$ cat src/sv/til_pkg.sv
// Shared types and constants for the trie insert and lookup unit.
package til_pkg;

    localparam int LETTER_W = 8;
    localparam int STATUS_W = 2;
    localparam int NODES_W  = 11;

    localparam logic [LETTER_W-1:0] FIRST_LETTER = 8'd97;

    localparam logic CMD_INSERT = 1'b0;
    localparam logic CMD_LOOKUP = 1'b1;

    localparam logic [STATUS_W-1:0] STAT_OK   = 2'd0;
    localparam logic [STATUS_W-1:0] STAT_FULL = 2'd1;
    localparam logic [STATUS_W-1:0] STAT_BAD  = 2'd2;

    typedef struct packed {
        logic                cmd;
        logic [LETTER_W-1:0] letter;
        logic                no_char;
        logic                last;
    } item_t;

    typedef struct packed {
        logic                word_found;
        logic                prefix_found;
        logic [STATUS_W-1:0] status;
        logic [NODES_W-1:0]  nodes_used;
    } result_t;

    typedef enum logic [2:0] {
        ST_IDLE,
        ST_EVAL,
        ST_ZERO,
        ST_LREAD,
        ST_LEVAL
    } state_t;

    typedef struct packed {
        logic accept;
        logic eval;
        logic zero;
        logic finish;
    } ctrl_cmd_t;

    typedef struct packed {
        logic in_go;
        logic in_last;
        logic item_last;
        logic alloc;
        logic out_free;
    } ctrl_stat_t;

endpackage

$ cat src/sv/til_ctrl.sv
// Sequencer for letter walk, node allocation and word finish.
module til_ctrl (
    input  logic                clk,
    input  logic                rst_n,
    input  logic                item_valid,
    output logic                item_ready,
    input  til_pkg::ctrl_stat_t stat,
    output til_pkg::ctrl_cmd_t  cmd
);
    import til_pkg::*;

    state_t state_reg;
    state_t state_next;

    always_ff @(posedge clk or negedge rst_n)
    begin
        if (!rst_n)
        begin
            state_reg <= ST_IDLE;
        end
        else
        begin
            state_reg <= state_next;
        end
    end

    always_comb
    begin
        state_next = state_reg;
        case (state_reg)
            ST_IDLE:
            begin
                if (item_valid)
                begin
                    if (stat.in_go)
                        state_next = ST_EVAL;
                    else if (stat.in_last)
                        state_next = ST_LREAD;
                end
            end
            ST_EVAL:
            begin
                if (stat.alloc)
                    state_next = ST_ZERO;
                else if (stat.item_last)
                    state_next = ST_LREAD;
                else
                    state_next = ST_IDLE;
            end
            ST_ZERO:
            begin
                state_next = stat.item_last ? ST_LREAD : ST_IDLE;
            end
            ST_LREAD:
            begin
                state_next = ST_LEVAL;
            end
            ST_LEVAL:
            begin
                if (stat.out_free)
                    state_next = ST_IDLE;
            end
            default:
            begin
                state_next = ST_IDLE;
            end
        endcase
    end

    always_comb
    begin
        item_ready = 1'b0;
        cmd        = '0;
        case (state_reg)
            ST_IDLE:
            begin
                item_ready = 1'b1;
                cmd.accept = item_valid;
            end
            ST_EVAL:
            begin
                cmd.eval = 1'b1;
            end
            ST_ZERO:
            begin
                cmd.zero = 1'b1;
            end
            ST_LEVAL:
            begin
                cmd.finish = stat.out_free;
            end
            default:
            begin
                cmd = '0;
            end
        endcase
    end

endmodule

$ cat config.mk
export PLATFORM = sky130hd
export DESIGN_NAME = til_ctrl
export DESIGN_NICKNAME = d
export VERILOG_FILES = /design/src/sv/til_pkg.sv /design/src/sv/til_ctrl.sv
export SDC_FILE = /design/constraint.sdc
export NUM_CORES = 1
export LEC_CHECK = 0
export ABC_AREA = 0
export BUFFER_PORTS_ARGS = -buffer_cell sky130_fd_sc_hd__buf_2
export CAP_MARGIN = 25
export CORE_AREA = 8 8 45 47
export DETAILED_ROUTE_END_ITERATION = 10
export DIE_AREA = 0 0 53 55
export PLACE_DENSITY_LB_ADDON = 0.12
export SKIP_CTS_REPAIR_TIMING = 1
export SLEW_MARGIN = 20
export SYNTH_ARGS = -nofsm -noshare
export SYNTH_HDL_FRONTEND = slang
export SYNTH_SLANG_ARGS = --single-unit
export TNS_END_PERCENT = 10
$ cat constraint.sdc
create_clock -name clk -period 1.74 [get_ports clk]
set_input_delay 0.261 -clock clk [delete_from_list [all_inputs] [get_ports clk]]
set_output_delay 0.261 -clock clk [all_outputs]
set_load 0.05 [all_outputs]
==> metrics.md <==
| Metric | Value |
|---|---|
| Reg area | 75.1 um^2 |
| Row count | 14 |
| Multiplexer share of the synthesized area | 0 |
| Worst setup margin | 141 ps |
| TritonCTS Buffers | 3 |
| Chip Width | 53 um |
| Worst-Margin Slew | 292 ps |
| Initial Util | 0.137 |
| Boundary Pins | 13 |
| CP Capture Type | output port |
| Crit path cell chain | nor2_2, and3_1, buf_2 |
| Number of port buffers | 12 |
| Register-to-register setup slack | 710 ps |
| Worst r2r src | state_reg[0] |
| N_diodes | 0 |
| Layout area overhead | 67.1% |
| Largest net degree at the start of global routing | 9 |
| Gate power share | 0.569 |
| Filler cell count | 149 |
| Gate Count Post-Synth | 22 |
| Min Hold Slack | 244 ps |
| Iter 0 DRT Violations | 3 |
| Sw frac | 0.549 |
| CP bufs+invs | 1 |
| Tmin final | 1600 ps |
| WS Path Type | flop to output port |
| Most frequent cells in the layout | buf_2 (12), nor3b_1 (3), o21ai_0 (3), clkbuf_4 (3), dfrtp_1 (3) |
| Compound-Gate Fraction of Synth Area | 0.191 |
| Nets | 48 |
| Worst r2r dst | state_reg[1] |
| Total of warnings raised by yosys | 0 |
| Routed Antenna Nets | 0 |
| Clock network fraction of total power | 0.175 |
| Worst skew pair latency | 240 ps |
| Worst path slowest cell | dfrtp_1 |
| Final Max Slew Viols | 0 |
| Reg clk slew, reported paths | 40 ps |
| Power density over cell area | 2250 nW/um^2 |
| Largest family of logic cells by synthesized area | simple AND/OR/NAND/NOR gates |
| Max reg flops | 3 |
| Startpoint Class | flop |
| Vias in the first global route | 213 |
| Worst Path Required | 1480 ps |
| Die area | 2920 um^2 |
| Arr. time, crit path | 1340 ps |
| Most common cell after layout, fill and taps aside | buf_2 |
| Seq/Total Area, Yosys | 0.395 |
| Drt drc | 0 |
| Syn_nets | 30 |
| Status | finished clean |
| WL final | 552 um |
| Core area | 1380 um^2 |
| Final Setup Violations | 0 |
| Hold endpoint | state_reg[2] |
| Largest delay share family, worst path | flip-flops |
| First-pass iteration count of the detailed router | 3 |
| CTS H-Tree Depth | 1 |
| Power after layout | 715 uW |
| Clock Tree Root | clkbuf_4 |
| Period utilization | 0.919 |
| TritonCTS clock tree | built |
| Ranking of synthesized cells by area | dfrtp_1 (39%), nor3b_1 (12%), o21ai_0 (7.9%) |
| Synth Area in XOR/XNOR | 0 |
| Vias per cell | 3.85 |
| Area taken by multi-input logic gates | 126 um^2 |
| Worst hold start | stat[0] |
| Worst VDD drop | 0.603 mV |
| First-pass GRT wire length | 841 um |
| Unrepaired setup endpoints after global routing | false |
| Gp weighted congestion | 0.650 |
| Simple-Gate Fraction of Synth Area | 0.414 |
| Max_cap viols | 0 |
| Fin util | 0.230 |
| Sw power | 392 uW |
| Fraction of layout cells with a size suffix above 1 | 0.462 |
| Largest stage delay, worst path | 460 ps |
| Drt wl/cell | 10.0 um |
| Dpl ws | 384 ps |
| Yosys top cell area share | 0.395 |
| Synth area leader | dfrtp_1 |
| Syn Area/Cell | 8.64 um^2 |
| Clock buffer depth | 2 |
| Flop pwr share | 0.256 |
| Hold/Removal Path Class | input port to flop |
| Max-slew headroom | 0.805 |
| Mapped Area | 190 um^2 |
| Flops & latches, synth | 3 |
| Lkg Pwr | 0.000153 uW |
| Clock skew | 3.57 ps |
| Detailed-route via count | 212 |
| Distinct cells, synth | 14 |
| Fmax | 0.625 GHz |
| Clk sinks | 3 |
| GRT Overall Usage | 0.0433 |
| WHS Path Cells | 2 |
| Total gr overflow | 0 |
| Post-synthesis adder-cell area fraction | 0 |
| Die height | 55 um |
| Reg2Reg Depth | 3 |
| Crit-path max FO | 7 |
| P_int | 323 uW |
| Final hold vios | 0 |
| Initial antenna violation count | 0 |
==> metal layers <==
layer	wire [um]	share of wire	GRT usage
met2	276	0.50	0.0566
met3	76	0.14	0.0267
met5	0	0	0
met4	0	0	0.0647
met1	198	0.36	0.0383
==> stage by stage <==
step                      area, um^2  TNS (ps)  instances
after floorplan                  201      -339         22
after global placement           282         0         50
after detailed placement         282         0         50
after CTS                        308         0         54
after global routing             318         0         55
final                            318         0         55
==> power groups by stage <==
stage	clock (uW)	sequential [uW]	combinational (uW)
detailed placement	0	184	413
CTS	132	182	414
finish	125	183	407
global route	146	190	442
floorplan	0	170	333
global placement	0	182	415
==> synth_stat cells <==
| master | count |
|---|---|
| o21ai_0 | 3 |
| nor3b_1 | 3 |
| nor2_1 | 2 |
| a21oi_2 | 1 |
| and2b_1 | 1 |
| nand2_1 | 1 |
| nor3_1 | 1 |
| dfrtp_1 | 3 |
| and2_1 | 1 |
| o21a_1 | 1 |
| nand3b_1 | 1 |
| a21oi_1 | 1 |
| nor2_2 | 1 |
| and3_1 | 2 |
==> worst max path at each step <==
stage                       from     end  slack, ps  depth (start not counted)
global placement    state_reg[0]  cmd[0]        410                          3
floorplan           state_reg[1]  cmd[1]       -170                          1
detailed placement  state_reg[0]  cmd[0]        380                          3
finish              state_reg[0]  cmd[0]        140                          3
CTS                 state_reg[0]  cmd[0]        130                          3
global route        state_reg[1]  cmd[0]         50                          3
==> kinds of logic after synthesis <==
kind of cell	after synthesis
compound gates	6
simple gates	13
flops	3
==> final cells by class <==
class                   instances  share of cell area
repair buffers                 13               0.220
clock buffers                   4              0.0827
multi-input cells              19               0.398
well taps                      16              0.0630
flip-flops and latches          3               0.236
==> worst reg2reg max path, cell delays in order (launching register included) <==
cell	delay (ps)
dfrtp_1	460
nor2_2	220
a21oi_1	80
and3_1	160
Note: power is estimated with default switching activity, not from simulation.
